--- config.mk ---
export PLATFORM = sky130hd
export DESIGN_NAME = wspi_regs
export DESIGN_NICKNAME = d
export VERILOG_FILES = /design/src/hw/rtl/wspi_pkg.sv /design/src/hw/rtl/wspi_regs.sv
export SDC_FILE = /design/constraint.sdc
export NUM_CORES = 1
export LEC_CHECK = 0
export ABC_AREA = 1
export BUFFER_PORTS_ARGS = -buffer_cell sky130_fd_sc_hd__buf_2
export CAP_MARGIN = 10
export CELL_PAD_IN_SITES_DETAIL_PLACEMENT = 1
export CELL_PAD_IN_SITES_GLOBAL_PLACEMENT = 2
export CORE_UTILIZATION = 23
export DETAILED_ROUTE_END_ITERATION = 10
export MAX_ROUTING_LAYER = met4
export PLACE_DENSITY = 0.95
export REMOVE_ABC_BUFFERS = 1
export SKIP_LAST_GASP = 1
export SYNTH_ARGS = -nofsm -noshare
export SYNTH_HDL_FRONTEND = slang
export SYNTH_SLANG_ARGS = --single-unit
--- constraint.sdc ---
create_clock -name clk -period 1.4 [get_ports clk]
set_input_delay 0.35 -clock clk [delete_from_list [all_inputs] [get_ports clk]]
set_output_delay 0.35 -clock clk [all_outputs]
set_load 0.1 [all_outputs]
--- src/hw/rtl/wspi_pkg.sv ---
// Shared types, register codes, reset values and saturating helpers for the wheel PI controller.
package wspi_pkg;

  // Fixed formats of the ports
  localparam int unsigned WHEEL_W      = 2;
  localparam int unsigned DATA_W       = 32;
  localparam int unsigned GAIN_W       = 24;
  localparam int unsigned DT_W         = 16;
  localparam int unsigned DT_FRAC_BITS = 16;
  localparam int unsigned ADDR_W       = 3;

  // Register indexes, taken from paddr[2]
  localparam logic REG_PROP_GAIN  = 1'b0;
  localparam logic REG_INTEG_GAIN = 1'b1;

  // Gain reset values: 0.04 and 10.0 in Q8.16
  localparam logic [GAIN_W-1:0] PROP_GAIN_RESET  = 24'd2621;
  localparam logic [GAIN_W-1:0] INTEG_GAIN_RESET = 24'd655360;

  typedef struct packed {
    logic [GAIN_W-1:0] prop;
    logic [GAIN_W-1:0] integ;
  } gains_t;

  // One item held in the input stage, error already formed
  typedef struct packed {
    logic [WHEEL_W-1:0]      wheel;
    logic signed [DATA_W-1:0] err;
    logic signed [DATA_W-1:0] upper;
    logic signed [DATA_W-1:0] lower;
    logic [DT_W-1:0]          dt;
  } stage_t;

  // Saturate a 64-bit signed value to the signed 32-bit range
  function automatic logic signed [DATA_W-1:0] sat_wide(input logic signed [63:0] v);
    logic signed [DATA_W-1:0] r;
    if (v > 64'sh0000_0000_7FFF_FFFF) begin
      r = 32'sh7FFF_FFFF;
    end else if (v < -64'sh0000_0000_8000_0000) begin
      r = 32'sh8000_0000;
    end else begin
      r = v[DATA_W-1:0];
    end
    return r;
  endfunction

  // Saturate a 33-bit signed sum to the signed 32-bit range
  function automatic logic signed [DATA_W-1:0] sat33(input logic signed [DATA_W:0] s);
    logic signed [DATA_W-1:0] r;
    if (s[DATA_W] != s[DATA_W-1]) begin
      r = s[DATA_W] ? 32'sh8000_0000 : 32'sh7FFF_FFFF;
    end else begin
      r = s[DATA_W-1:0];
    end
    return r;
  endfunction

  function automatic logic signed [DATA_W-1:0] sat_add(input logic signed [DATA_W-1:0] a,
                                                       input logic signed [DATA_W-1:0] b);
    logic signed [DATA_W:0] s;
    s = {a[DATA_W-1], a} + {b[DATA_W-1], b};
    return sat33(s);
  endfunction

  function automatic logic signed [DATA_W-1:0] sat_sub(input logic signed [DATA_W-1:0] a,
                                                       input logic signed [DATA_W-1:0] b);
    logic signed [DATA_W:0] s;
    s = {a[DATA_W-1], a} - {b[DATA_W-1], b};
    return sat33(s);
  endfunction

endpackage

--- src/hw/rtl/wspi_regs.sv ---
// APB-style configuration registers holding the proportional and integral gains.
module wspi_regs (
  input  logic                        clk,
  input  logic                        rst,
  input  logic                        psel,
  input  logic                        penable,
  input  logic                        pwrite,
  input  logic [wspi_pkg::ADDR_W-1:0] paddr,
  input  logic [31:0]                 pwdata,
  output logic [31:0]                 prdata,
  output logic                        pready,
  output wspi_pkg::gains_t            gains
);

  logic wr_en;

  assign pready = 1'b1;
  assign wr_en  = psel && penable && pwrite;

  // Write the addressed gain on the access phase
  always_ff @(posedge clk) begin
    if (rst) begin
      gains.prop  <= wspi_pkg::PROP_GAIN_RESET;
      gains.integ <= wspi_pkg::INTEG_GAIN_RESET;
    end else if (wr_en) begin
      if (paddr[2] == wspi_pkg::REG_INTEG_GAIN) begin
        gains.integ <= pwdata[wspi_pkg::GAIN_W-1:0];
      end else begin
        gains.prop <= pwdata[wspi_pkg::GAIN_W-1:0];
      end
    end
  end

  // Read back the addressed gain
  always_comb begin
    if (paddr[2] == wspi_pkg::REG_INTEG_GAIN) begin
      prdata = {8'd0, gains.integ};
    end else begin
      prdata = {8'd0, gains.prop};
    end
  end

endmodule

# Word-level counts from Yosys, hierarchy flattened
# Cells that the tools add are included.
[word_totals]
ff_bits = 48
output_inout_bits = 81
word_cells = 8
[op_classes]
mux = 1
bitwise = 1
reduce_logical = 4
[op_table]
columns = ["operator", "count"]
rows = [
  ["$mux 24", 1],
  ["$reduce_and 2->1", 2],
  ["$logic_and 1x1->1", 2],
  ["$not 1->1", 1],
]

# Logic depth before layout (Yosys ltp)
# Gate-level depths: netlist of the first run.
[depth]
word_depth = 3
mapped_depth = 6
mapped_depth_nobuf = 5

# Worst setup path before layout of the first run
# OpenSTA, ideal clock, no wires.
[synth_path]
path_type = "register -> output"
startpoint = "register gains[34] in the netlist's numbering"
endpoint = "output port prdata[10]"
arrival_ps = 1732
slack_ps = -682
path_stages_with_launch = 3
path_buffers = 0
path_cell_list = "dfxtp_1 nand2_1 nand2_1"
[synth_between]
elab_chain_cells = 1
[synth_lines]
columns = ["element", "line_no", "rtl"]
rows = [
  ["start, declared", "wspi_regs.sv:12", "output wspi_pkg::gains_t gains"],
  ["$mux 24", "wspi_regs.sv:36", "if (paddr[2] == wspi_pkg::REG_INTEG_GAIN) begin"],
  ["end, declared", "wspi_regs.sv:10", "output logic [31:0] prdata,"],
]
# No other way between the ends.

# Worst setup path in the final report of the first run
[layout_path]
startpoint = "input port paddr[2] in the netlist's numbering"
endpoint = "output port prdata[11]"
[layout_between]
elab_chain_cells = 1
[layout_lines]
columns = ["element", "line_no", "rtl"]
rows = [
  ["start, declared", "wspi_regs.sv:8", "input logic [wspi_pkg::ADDR_W-1:0] paddr,"],
  ["$mux 24", "wspi_regs.sv:36", ""],
]
# No other way between the ends.

==> run summary, run 1 <==
The flow ran to the end, but the final reports show violations. The final reports fail on negative setup slack. The number of placed I/O pins was 121; the fmax was 699 MHz. The register with the most flip-flops in the layout has 48 of them.

The floorplan step defined a die boundary enclosing 10400 µm². The largest individual stage delay along the critical path comes from the cell sky130_fd_sc_hd__buf_12. For the number of cells produced by synthesis, the log shows 370. Clock slew at the register clock pins of the worst setup and hold paths: 0.09 ns. Combinational logic burns 38.8% of the power.

The number of filler instances in the final layout came out at 1145. The root buffer cell chosen for the clock tree is sky130_fd_sc_hd__clkbuf_8. The run gives 0 as the global-route congestion overflow total.

After synthesis, the largest family of logic cells by area is simple AND/OR/NAND/NOR gates. Fraction of layout instances using a drive strength above 1: 45.8%. The depth of the worst register-to-register path was 3.

TritonCTS built the clock tree. The endpoint identified for the worst register-to-register timing path is gains[4]. The tools report the worst-case clock skew as 0 ns. Detailed routing placed a total of 5430 µm of wire on met2. Excluding fillers, the count of instances in the completed layout stands at 618.

The logs give -0.0308 ns for the least setup slack across all paths after layout and 49 for the maximum number of pins on one net before global-route repair. The library cell used most frequently in the layout, excluding fill and tap cells, is sky130_fd_sc_hd__nand2_1. The floorplan has 36 rows. In this run, CTS created clock tree buffers numbering 5. In this run the horizontal extent of the chip is 102 µm. Along the worst hold path, the cell count comes to 3. For the static leakage, the log shows 2.20 nW.

Total wire length after detailed routing: 9260 µm. Synthesized area per cell: 6.21 µm². The run gives 18.1% as the overall global routing resource usage. Synthesized-area fraction occupied by adder cells: 0%. The worst min-delay path class was in2reg. The clock net in this run drives a total of 48 sinks. Along the worst path, the maximum fanout reaches 7. Number of pins with negative max-slew slack in the final report: 0. The first-pass GRT wire length was 13800 µm. Setup repair after global routing could not meet its margin everywhere.

Startpoint type of the worst setup path: an input pin. gains holds more flip-flops than any other register. Across the VDD grid, the largest voltage drop is 0.398 mV.

The initial antenna violation count is 0, and the number of nets at the end of the flow is 524. Subtracting the final worst setup slack from the clock period gives 1.43 ns. Routability-driven placement finished with a final weighted congestion of 0.724.

Setup violations remaining at the end of the flow were counted as 8. The startpoint identified for the worst register-to-register timing path is gains[4]. The synthesized netlist devotes 46.2% of its cell area to simple gates. The flop and latch count out of synthesis came out at 48. Routed signal wires occupy layers up through met4. For the worst setup path, the data arrival time is 1.08 ns.

The share of the yosys chip area belonging to registers was 41.9%; the total iterations of the first detailed-routing run was 4. The number of global-route vias before repair came out at 2739. The tools report the clock latency on the worst-skew pair as 0.30 ns. Input and output buffers added on the ports amount to 101. The effective utilization at floorplan came out at 23.6%. The critical path goes through buf_12, clkinv_8, buf_12, buf_12, nand2_1, nand2_2, buf_12. The tools report the hold path endpoint as gains[35]. The share of the cycle needed by the critical path after routing is 102%.

0 antenna diodes ended up in the layout. The number of max-capacitance violations reported was 0; the Yosys warning count was 0. Adding up every negative setup slack in the final design gives -0.187 ns. The run gives 0 as the remaining design rule violation count. The start-to-end type of the worst setup path was in2out.

For this block, wires on met1 add up to 3450 µm. The cell with the most instances on the worst path was sky130_fd_sc_hd__buf_12. The required time of the critical path is 1.05 ns, and the netlist area before placement is 2300 µm². The share of the synthesized area in compound gates (AO/OA/AOI/OAI) is 0%. After detailed routing, the met3 layer carries 236 µm of wire.

The routed layout has 2729 vias. Counting tap cells, the placed design contains a total of 595 instances. For the final design utilization, the log shows 48.4%. The tools report the kind of end point of the critical path as a primary output.

The analysis attributes to net switching a power of 1.58 mW. The net switching fraction of the power was 39.2%; the delay of the slowest critical-path stage was 0.16 ns. Per report_power, the sequential group accounts for 36.3% of the total. The mean number of vias per cell came out at 4.42.

Of the post-synthesis cell area, the part taken by muxes is 0%. The first routing iteration left 39 violations. The share of power burned in the clock network came out at 24.9%.

Leaving out fill and tap cells, the most frequent cells in the layout are sky130_fd_sc_hd__nand2_1 (98), sky130_fd_sc_hd__buf_12 (83), sky130_fd_sc_hd__nor2_1 (78). The level count of the clock H-tree was 2. The number of buffers inserted by hold repair at cts was 0.

Counting distinct cell types in the post-synthesis netlist gives 14. The total power divided by cell area was 853 nW/µm²; the routed length per instance was 15.0 µm. The number of hold violations in the final report was 0; the number of buffers between clock root and the deepest sink was 2.

The internal power summed over all cells is 2.44 mW, and the synthesis-to-layout area growth is 105%. From bottom edge to top edge, the die measures 102 µm. The core region is 9730 µm².

The largest registers in the layout are gains x48. The final antenna-violating net count is 0. The run gives 6380 µm as the sum of net half-perimeters after detailed placement. Reg2reg setup slack: 0.67 ns. Xor and xnor fraction of the mapped netlist area: 0%. Launch point of the worst hold path: pwdata[11].
worst max path at each step:
| stage | start | to | slack (ns) | cells after the start |
|---|---|---|---|---|
| floorplan | psel | gains[24] | -0.91 | 5 |
| global placement | paddr[2] | prdata[13] | -0.1 | 5 |
| detailed placement | paddr[2] | prdata[7] | -0.14 | 5 |
| CTS | paddr[2] | prdata[7] | -0.05 | 7 |
| global route | gains[39] | prdata[15] | -0.07 | 3 |
| finish | paddr[2] | prdata[11] | -0.03 | 7 |
cells in the mapped netlist:
cell type / n / share of area (%)
sky130_fd_sc_hd__clkbuf_1: 6 / 0.98
sky130_fd_sc_hd__buf_1: 3 / 0.49
sky130_fd_sc_hd__inv_1: 25 / 4.1
sky130_fd_sc_hd__nor2_2: 1 / 0.27
sky130_fd_sc_hd__buf_4: 9 / 2.9
sky130_fd_sc_hd__dfxtp_1: 48 / 42
sky130_fd_sc_hd__nor2_4: 1 / 0.49
sky130_fd_sc_hd__nand3_1: 48 / 10
sky130_fd_sc_hd__buf_2: 13 / 2.8
sky130_fd_sc_hd__nand2_1: 132 / 22
sky130_fd_sc_hd__inv_2: 2 / 0.33
sky130_fd_sc_hd__nand3_2: 1 / 0.44
sky130_fd_sc_hd__conb_1: 2 / 0.33
sky130_fd_sc_hd__nor2_1: 79 / 13
cells by family (layout without fill, tap and decap cells):
family        count (synthesis)  after routing
simple gates                262            262
other cells                   2              9
flops                        48             48
buf+inv                      58            166
worst max-delay path: cells and delay by family:
kind / cells / cell delay [ns]
buffers and inverters: 5 / 0.59
AND/OR/NAND/NOR: 2 / 0.13
timing repair:
| action | 4_1_cts | 5_1_grt |
|---|---|---|
| resized for setup | 75 | 54 |
| cloned | 2 | 0 |
| setup endpoints to repair | 24 | 24 |
| setup buffers | 7 | 8 |
| pin swaps | 7 | 9 |
| endpoints found under the hold margin | 0 | 0 |
metrics by stage:
step | power, mW | worst slack [ns] | instance area [µm²] | hold WS [ns]
after global placement | 2.94 | -0.0988 | 4130 | 0.512
after detailed placement | 2.97 | -0.142 | 4130 | 0.526
after floorplan | 2.38 | -0.912 | 2160 | 0.476
final | 4.02 | -0.0308 | 4710 | 0.276
after global routing | 4.17 | -0.0653 | 4710 | 0.282
after CTS | 4.06 | -0.0483 | 4520 | 0.269
power groups by stage:
stage,sequential (mW),combinational [mW],clock [mW]
floorplan,1.82,0.557,0
global placement,1.51,1.43,0
detailed placement,1.51,1.46,0
CTS,1.49,1.54,1.04
global route,1.46,1.62,1.08
finish,1.46,1.56,1.00
area by class of cell:
| cell class | count | area (µm²) | area share (%) |
|---|---|---|---|
| inverters | 27 | 114 | 2.42 |
| multi-input cells | 271 | 1270 | 27.0 |
| repair buffers | 131 | 1980 | 42.0 |
| flip-flops and latches | 48 | 1070 | 22.8 |
| clock buffers | 6 | 72.6 | 1.54 |
| clock inverters | 2 | 35.0 | 0.744 |
| well taps | 133 | 166 | 3.53 |
routing by layer:
| metal | GRT usage, % | vias to the layer above |
|---|---|---|
| met5 | - | - |
| met2 | 36.2 | 65 |
| met1 | 18.0 | 1324 |
| met3 | 2.53 | 12 |
| li1 | - | 1328 |
| met4 | 5.38 | 0 |
(Power assumes the default switching activity.)
==> inputs of run 2 (changes only) <==
--- a/config.mk
+++ b/config.mk
@@ -12,8 +12,7 @@
 export CELL_PAD_IN_SITES_GLOBAL_PLACEMENT = 2
 export CORE_UTILIZATION = 23
 export DETAILED_ROUTE_END_ITERATION = 10
-export MAX_ROUTING_LAYER = met4
-export PLACE_DENSITY = 0.95
+export PLACE_DENSITY_LB_ADDON = 0.1
 export REMOVE_ABC_BUFFERS = 1
 export SKIP_LAST_GASP = 1
 export SYNTH_ARGS = -nofsm -noshare
==> run summary, run 2 (synthesis gave the netlist of run 1 again) <==
The final weighted congestion of routability-driven global placement was 0.721 (was 0.724); the data arrival time at the worst-slack endpoint was 1.03 ns (was 1.08 ns). The fraction of layout instances using a drive strength above 1 is 46.7% (was 45.8%). The run gives 723 MHz (was 699 MHz) as the fmax.

The maximum number of pins on one net before global-route repair is 49 (unchanged). The share of power burned in the clock network was 23.0% (was 24.9%); the effective utilization at floorplan was 23.6% (unchanged). Most frequent cells in the layout: sky130_fd_sc_hd__nand2_1 (99), sky130_fd_sc_hd__buf_12 (79), sky130_fd_sc_hd__nor2_1 (78) (was sky130_fd_sc_hd__nand2_1 (98), sky130_fd_sc_hd__buf_12 (83), sky130_fd_sc_hd__nor2_1 (78)). Kind of end point of the critical path: a primary output (unchanged).

Cell with the most instances on the worst path: sky130_fd_sc_hd__buf_12 (unchanged). The final antenna-violating net count was 0 (unchanged). TritonCTS built the clock tree. The total core area was 9730 µm² (unchanged). The delay of the slowest critical-path stage works out to 0.17 ns (was 0.16 ns). The worst slack at placement was -0.103 ns (was -0.142 ns); the mean number of vias per cell was 4.29 (was 4.42). The run gives 1.05 ns (about the same) as the required time of the critical path. The startpoint type of the worst setup path is an input pin (unchanged). The worst min-delay path class is in2reg (unchanged).

The worst-path cell with the longest stage delay is sky130_fd_sc_hd__buf_12 (unchanged). The detailed router's first-iteration violation count is 35 (was 39), and the overall global routing resource usage is 17.6% (was 18.1%). The relative contribution of combinational cells to total power is 39.8% (was 38.8%). The logs give 0.0174 ns (was -0.0308 ns) for the least setup slack across all paths after layout and 0.357 mV (was 0.398 mV) for the largest vdd supply drop.

Cell chain of the critical path: buf_12, inv_12, buf_12, nand2_1, nand2_2, buf_12 (was buf_12, clkinv_8, buf_12, buf_12, nand2_1, nand2_2, buf_12). The largest delay contributor family on the critical path was buffers and inverters (unchanged). The sum of net half-perimeters after detailed placement is 5450 µm (was 6380 µm), and the net switching fraction of the power is 39.6% (was 39.2%). Total wire length after detailed routing: 8870 µm (was 9260 µm). The total power divided by cell area came out at 840 nW/µm² (was 853 nW/µm²).

The synthesis-to-layout area growth came out at 103% (was 105%). The number of buffers between clock root and the deepest sink is 2 (unchanged), and the routed length per instance is 14.3 µm (was 15.0 µm). Clock tree root buffer cell: sky130_fd_sc_hd__clkbuf_8 (unchanged). The clock slew at the register clock pins of the worst setup and hold paths was 0.09 ns (about the same); the total iterations of the first detailed-routing run was 4 (unchanged).

The post-route minimum period came out at 1.38 ns (was 1.43 ns). The number of pins with negative max-slew slack in the final report came out at 0 (unchanged). The overall power consumption was 3.92 mW (was 4.02 mW). The worst-case clock skew is 0 ns (unchanged), and the first-pass GRT wire length is 13600 µm (was 13800 µm). The share of power burned in registers was 37.2% (was 36.3%). The run finished with clean final reports. The start-to-end type of the worst setup path is in2out (unchanged). For the sink count of the clock tree, the log shows 48 (unchanged). The number of global-route vias before repair is 2626 (was 2739).

The run gives 0 ns (was -0.187 ns) as the sum of negative setup slack. Leading cell type in the layout, fill and taps excluded: sky130_fd_sc_hd__nand2_1 (unchanged). The number of nets at the end of the flow is 528 (was 524), and the share of the cycle needed by the critical path after routing is 98.8% (was 102%).

Total clock buffers created by CTS: 5 (unchanged). The tools report the number of placed I/O pins as 121 (unchanged). For the placed instance count, the log shows 601 (was 595). Most flop-heavy register: gains (unchanged). The tools report the row count as 36 (unchanged).

The tools report the via count as 2661 (was 2729). The run gives 10400 µm² (unchanged) as the die area. Biggest registers after layout: gains x48 (unchanged). The remaining design rule violation count is 0 (unchanged), and the number of buffers and inverters on the critical path is 4 (was 5).

Setup repair after global routing could not meet its margin everywhere. Number of failing setup endpoints in the final timing report: 0 (was 8). The static leakage was 2.16 nW (was 2.20 nW); the initial antenna violation count was 0 (unchanged). The horizontal extent of the die is 102 µm (unchanged).

Largest fanout on the critical path: 7 (unchanged). The final cell count without fillers is 621 (was 618), and the power dissipated by switching net loads is 1.55 mW (was 1.58 mW). The port buffer count is 101 (unchanged). The tools report the number of buffers inserted by hold repair at cts as 0 (unchanged). The count of antenna diodes in the layout is 0 (unchanged), and the clock latency on the worst-skew pair is 0.29 ns (was 0.30 ns). The number of hold violations in the final report came out at 0 (unchanged). The number of flip-flops under the largest register name is 48 (unchanged). The logs give 2 (unchanged) for the level count of the clock H-tree and 0 (unchanged) for the global-route congestion overflow total.

Number of max-capacitance violations reported: 0 (unchanged). The run gives 2.37 mW (was 2.44 mW) as the internal power summed over all cells. The die height works out to 102 µm (unchanged).
run 2: changes by cell type in the layout (fill, tap and decap cells not counted), sizes merged:
cell and delta:
inv +1, clkinv -2, clkbuf +2, bufinv -1, buf +3
run 2: worst paths after layout:
kind,from,end,slack (ns),depth (start not counted)
hold / removal,pwdata[4],gains[28],0.27,3
setup reg to reg,gains[45],gains[45],0.66,3
setup / recovery,paddr[2],prdata[14],0.02,6
hold reg to reg,gains[35],gains[35],0.49,2
run 2: repair_timing:
action / 4_1_cts / 5_1_grt
setup endpoints to repair: 24 / 24
gates resized for setup: 77 / 36
buffers inserted: 3 / 5
pin swaps: 1 / 10
cloned: 4 / 1
run 2: per-stage QoR:
stage               hold slack, ns  area [µm²]  util [%]
floorplan                    0.476        2160         -
global placement             0.513        4150      42.6
detailed placement           0.521        4150      42.6
CTS                          0.266        4510      46.4
global route                 0.289        4660      47.9
finish                       0.275        4660      47.9
run 2: layer usage:
layer / up-vias / share of wire (%) / global-route usage [%]
met1: 1256 / 43 / 21.2
met4: 0 / 0.67 / 3.74
met2: 65 / 52 / 32.2
met5: - / 0 / 0
li1: 1335 / - / -
met3: 5 / 4.2 / 3.49
run 2: final cells by class:
type	instances	area (µm²)
fillers	1171	5060
repair buffers	135	2040
multi-input cells	271	1180
flip-flops and latches	48	1070
well taps	133	166
inverters	27	114
clock buffers	7	96.3
run 2: worst register-to-register path: cells and delay by family, from the launching register on:
kind	cells	cell delay (ns)
and+or+nand+nor	2	0.14
buffers and inverters	1	0.13
DFF	1	0.36
run 2: power by group through the flow:
stage               Sequential, mW  Clock (mW)  Combinational (mW)
floorplan                     1.82           0               0.557
global placement              1.51           0                1.45
detailed placement            1.51           0                1.46
CTS                           1.49       0.947                1.54
global route                  1.47        1.00                1.63
finish                        1.46       0.901                1.56
==> inputs of run 3 (changes only) <==
--- a/config.mk
+++ b/config.mk
@@ -10,6 +10,7 @@
 export CAP_MARGIN = 10
 export CELL_PAD_IN_SITES_DETAIL_PLACEMENT = 1
 export CELL_PAD_IN_SITES_GLOBAL_PLACEMENT = 2
+export CORE_MARGIN = 3
 export CORE_UTILIZATION = 23
 export DETAILED_ROUTE_END_ITERATION = 10
 export PLACE_DENSITY_LB_ADDON = 0.1
==> run summary, run 3 (synthesis gave the netlist of run 1 again) <==
The run gives 0.705 (was 0.721) as the final weighted congestion of routability-driven global placement. The number of filler instances in the final layout is 1128 (was 1171), and the number of hold violations in the final report is 0 (unchanged). The mean number of vias per cell is 4.29 (about the same), and the area of placed instances is 4140 µm² (was 4150 µm²).

Most flop-heavy register: gains (unchanged). Final design utilization: 49.5% (was 47.9%). Biggest registers after layout: gains x48 (unchanged).

The number of flip-flops under the largest register name is 48 (unchanged). Number of placed I/O pins: 121 (unchanged). Die height: 106 µm (was 102 µm).

The tools report the initial antenna violation count as 0 (unchanged). The kind of end point of the critical path is a primary output (unchanged). Horizontal extent of the die: 106 µm (was 102 µm). The final worst hold slack was 0.275 ns (about the same). The tools report the remaining design rule violation count as 0 (unchanged). The via count came out at 2657 (was 2661). Reg2reg setup slack: 0.66 ns (about the same). The logs give 2650 (was 2626) for the number of global-route vias before repair and 0 (unchanged) for the number of max-capacitance violations reported. The tools report the startpoint type of the worst setup path as an input pin (unchanged).

The delay of the slowest critical-path stage came out at 0.17 ns (about the same). The share of the cycle needed by the critical path after routing was 97.9% (was 98.8%); the number of nets at the end of the flow was 531 (was 528). The run gives 2 (unchanged) as the number of buffers between clock root and the deepest sink. The row count was 35 (was 36); the sink count of the clock tree was 48 (unchanged). The number of pins with negative max-slew slack in the final report was 0 (unchanged); the finished layout cell area was 4680 µm² (was 4660 µm²).

Cell chain of the critical path: buf_12, clkinv_8, buf_12, nand2_1, nand2_2, buf_12 (was buf_12, inv_12, buf_12, nand2_1, nand2_2, buf_12). Leading cell type in the layout, fill and taps excluded: sky130_fd_sc_hd__nand2_1 (unchanged). The global routing met1 resource utilization is 18.2% (was 21.2%). The total power divided by cell area came out at 829 nW/µm² (was 840 nW/µm²).

TritonCTS built the clock tree. For the number of buffers inserted by hold repair at cts, the log shows 0 (unchanged). The worst-path cell with the longest stage delay is sky130_fd_sc_hd__buf_12 (unchanged). The total core area was 9460 µm² (was 9730 µm²).

The fmax is 730 MHz (was 723 MHz), and the first-pass GRT wire length is 13900 µm (was 13600 µm). The total clock buffers created by CTS was 5 (unchanged); the clock latency on the worst-skew pair was 0.29 ns (about the same). The run gives 49 (unchanged) as the maximum number of pins on one net before global-route repair. The static leakage came out at 2.17 nW (was 2.16 nW). The depth of the worst register-to-register path was 3 (unchanged); the detailed router's first-iteration violation count was 46 (was 35). The tools report the count of antenna diodes in the layout as 0 (unchanged). The run gives 2 (unchanged) as the level count of the clock H-tree. The tools report the sum of negative setup slack as 0 ns (unchanged). The number of stages on the worst hold path is 3 (unchanged).

Critical path launch point: paddr[2] (unchanged). The effective utilization at floorplan came out at 24.3% (was 23.6%). The required time of the critical path was 1.05 ns (about the same); the largest vdd supply drop was 0.406 mV (was 0.357 mV). The fraction of layout instances using a drive strength above 1 works out to 45.8% (was 46.7%). The start-to-end type of the worst setup path is in2out (unchanged). Layer carrying the most global-route usage: met2 (unchanged). The overall global routing resource usage was 15.5% (was 17.6%). Cell with the most instances on the worst path: sky130_fd_sc_hd__buf_12 (unchanged).

The endpoint of the lowest-slack register-to-register path is gains[23] (was gains[45]). The tools report the data arrival time at the worst-slack endpoint as 1.02 ns (was 1.03 ns). The total iterations of the first detailed-routing run came out at 4 (unchanged). Startpoint of the lowest-slack register-to-register path: gains[23] (was gains[45]). Met2 capacity usage during global routing: 29.1% (was 32.2%).

The launch point of the worst hold path is pwdata[5] (was pwdata[4]). The final cell count without fillers came out at 620 (was 621). Most frequent cells in the layout: sky130_fd_sc_hd__nand2_1 (106), sky130_fd_sc_hd__buf_12 (80), sky130_fd_sc_hd__nor2_1 (78) (was sky130_fd_sc_hd__nand2_1 (99), sky130_fd_sc_hd__buf_12 (79), sky130_fd_sc_hd__nor2_1 (78)). The worst min-delay path class was in2reg (unchanged). Post-route minimum period: 1.37 ns (was 1.38 ns). Setup repair after global routing could not meet its margin everywhere. The synthesis-to-layout area growth works out to 104% (was 103%). The largest fanout on the critical path came out at 9 (was 7). The worst-case clock skew is 0 ns (unchanged), and the clock slew at the register clock pins of the worst setup and hold paths is 0.09 ns (about the same). The sum of net half-perimeters after detailed placement is 5980 µm (was 5450 µm), and the fraction of met3 tracks used by global routing is 3.70% (was 3.49%). The global-route congestion overflow total came out at 0 (unchanged). The clock tree root buffer cell was sky130_fd_sc_hd__clkbuf_8 (unchanged). Hold path endpoint: gains[29] (was gains[28]).

The total wire length after detailed routing came out at 8900 µm (was 8870 µm). The port buffer count is 101 (unchanged), and the routed length per instance is 14.4 µm (was 14.3 µm). The logs give 0 (unchanged) for the number of failing setup endpoints in the final timing report and 595 (was 601) for the placed instance count.

The flow ran to the end, and the final reports show no timing, DRC or antenna violations. The die area came out at 11200 µm² (was 10400 µm²). The run gives 0 (unchanged) as the final antenna-violating net count.
[run 3: worst max path at each step]
stage	to	slack, ns
after global placement	prdata[14]	-0.07
after floorplan	gains[24]	-0.91
after detailed placement	prdata[14]	-0.09
after CTS	prdata[14]	-0.04
final	prdata[14]	0.03
after global routing	prdata[14]	-0.01
[run 3: routing by layer]
layer | up-vias | part of all wire [%]
met1 | 1260 | 41
met4 | 0 | 0.54
met3 | 5 | 4.4
li1 | 1335 | -
met5 | - | 0
met2 | 57 | 54
[run 3: report_power, final]
part | internal, mW | switching, mW
logic | 0.524 | 1.03
clock network | 0.441 | 0.455
registers | 1.38 | 0.0597
[run 3: critical path, delay by kind of cell]
family | cells | cell delay, ns
buf+inv | 4 | 0.52
simple gates | 2 | 0.14
[run 3: cell type report]
cell class | count | area (µm²) | share of cell area, %
Clock buffer | 7 | 96.3 | 2.06
Tap cell | 129 | 161 | 3.45
Inverter | 27 | 114 | 2.43
Multi-Input combinational cell | 271 | 1170 | 24.9
Sequential cell | 48 | 1100 | 23.6
Timing Repair Buffer | 138 | 2040 | 43.6
[run 3: through the flow]
stage	power, mW	worst slack [ns]
2_1_floorplan	2.38	-0.912
3_3_place_gp	2.96	-0.0734
3_5_place_dp	2.97	-0.0853
4_1_cts	3.94	-0.0402
5_1_grt	4.06	-0.0128
6_report	3.88	0.0294
[run 3: repair_timing]
action / CTS / global route
gates resized for setup: 60 / 57
gates cloned: 2 / 2
setup endpoints to repair: 24 / 23
setup buffers: 2 / 12
pin swaps: 1 / 1
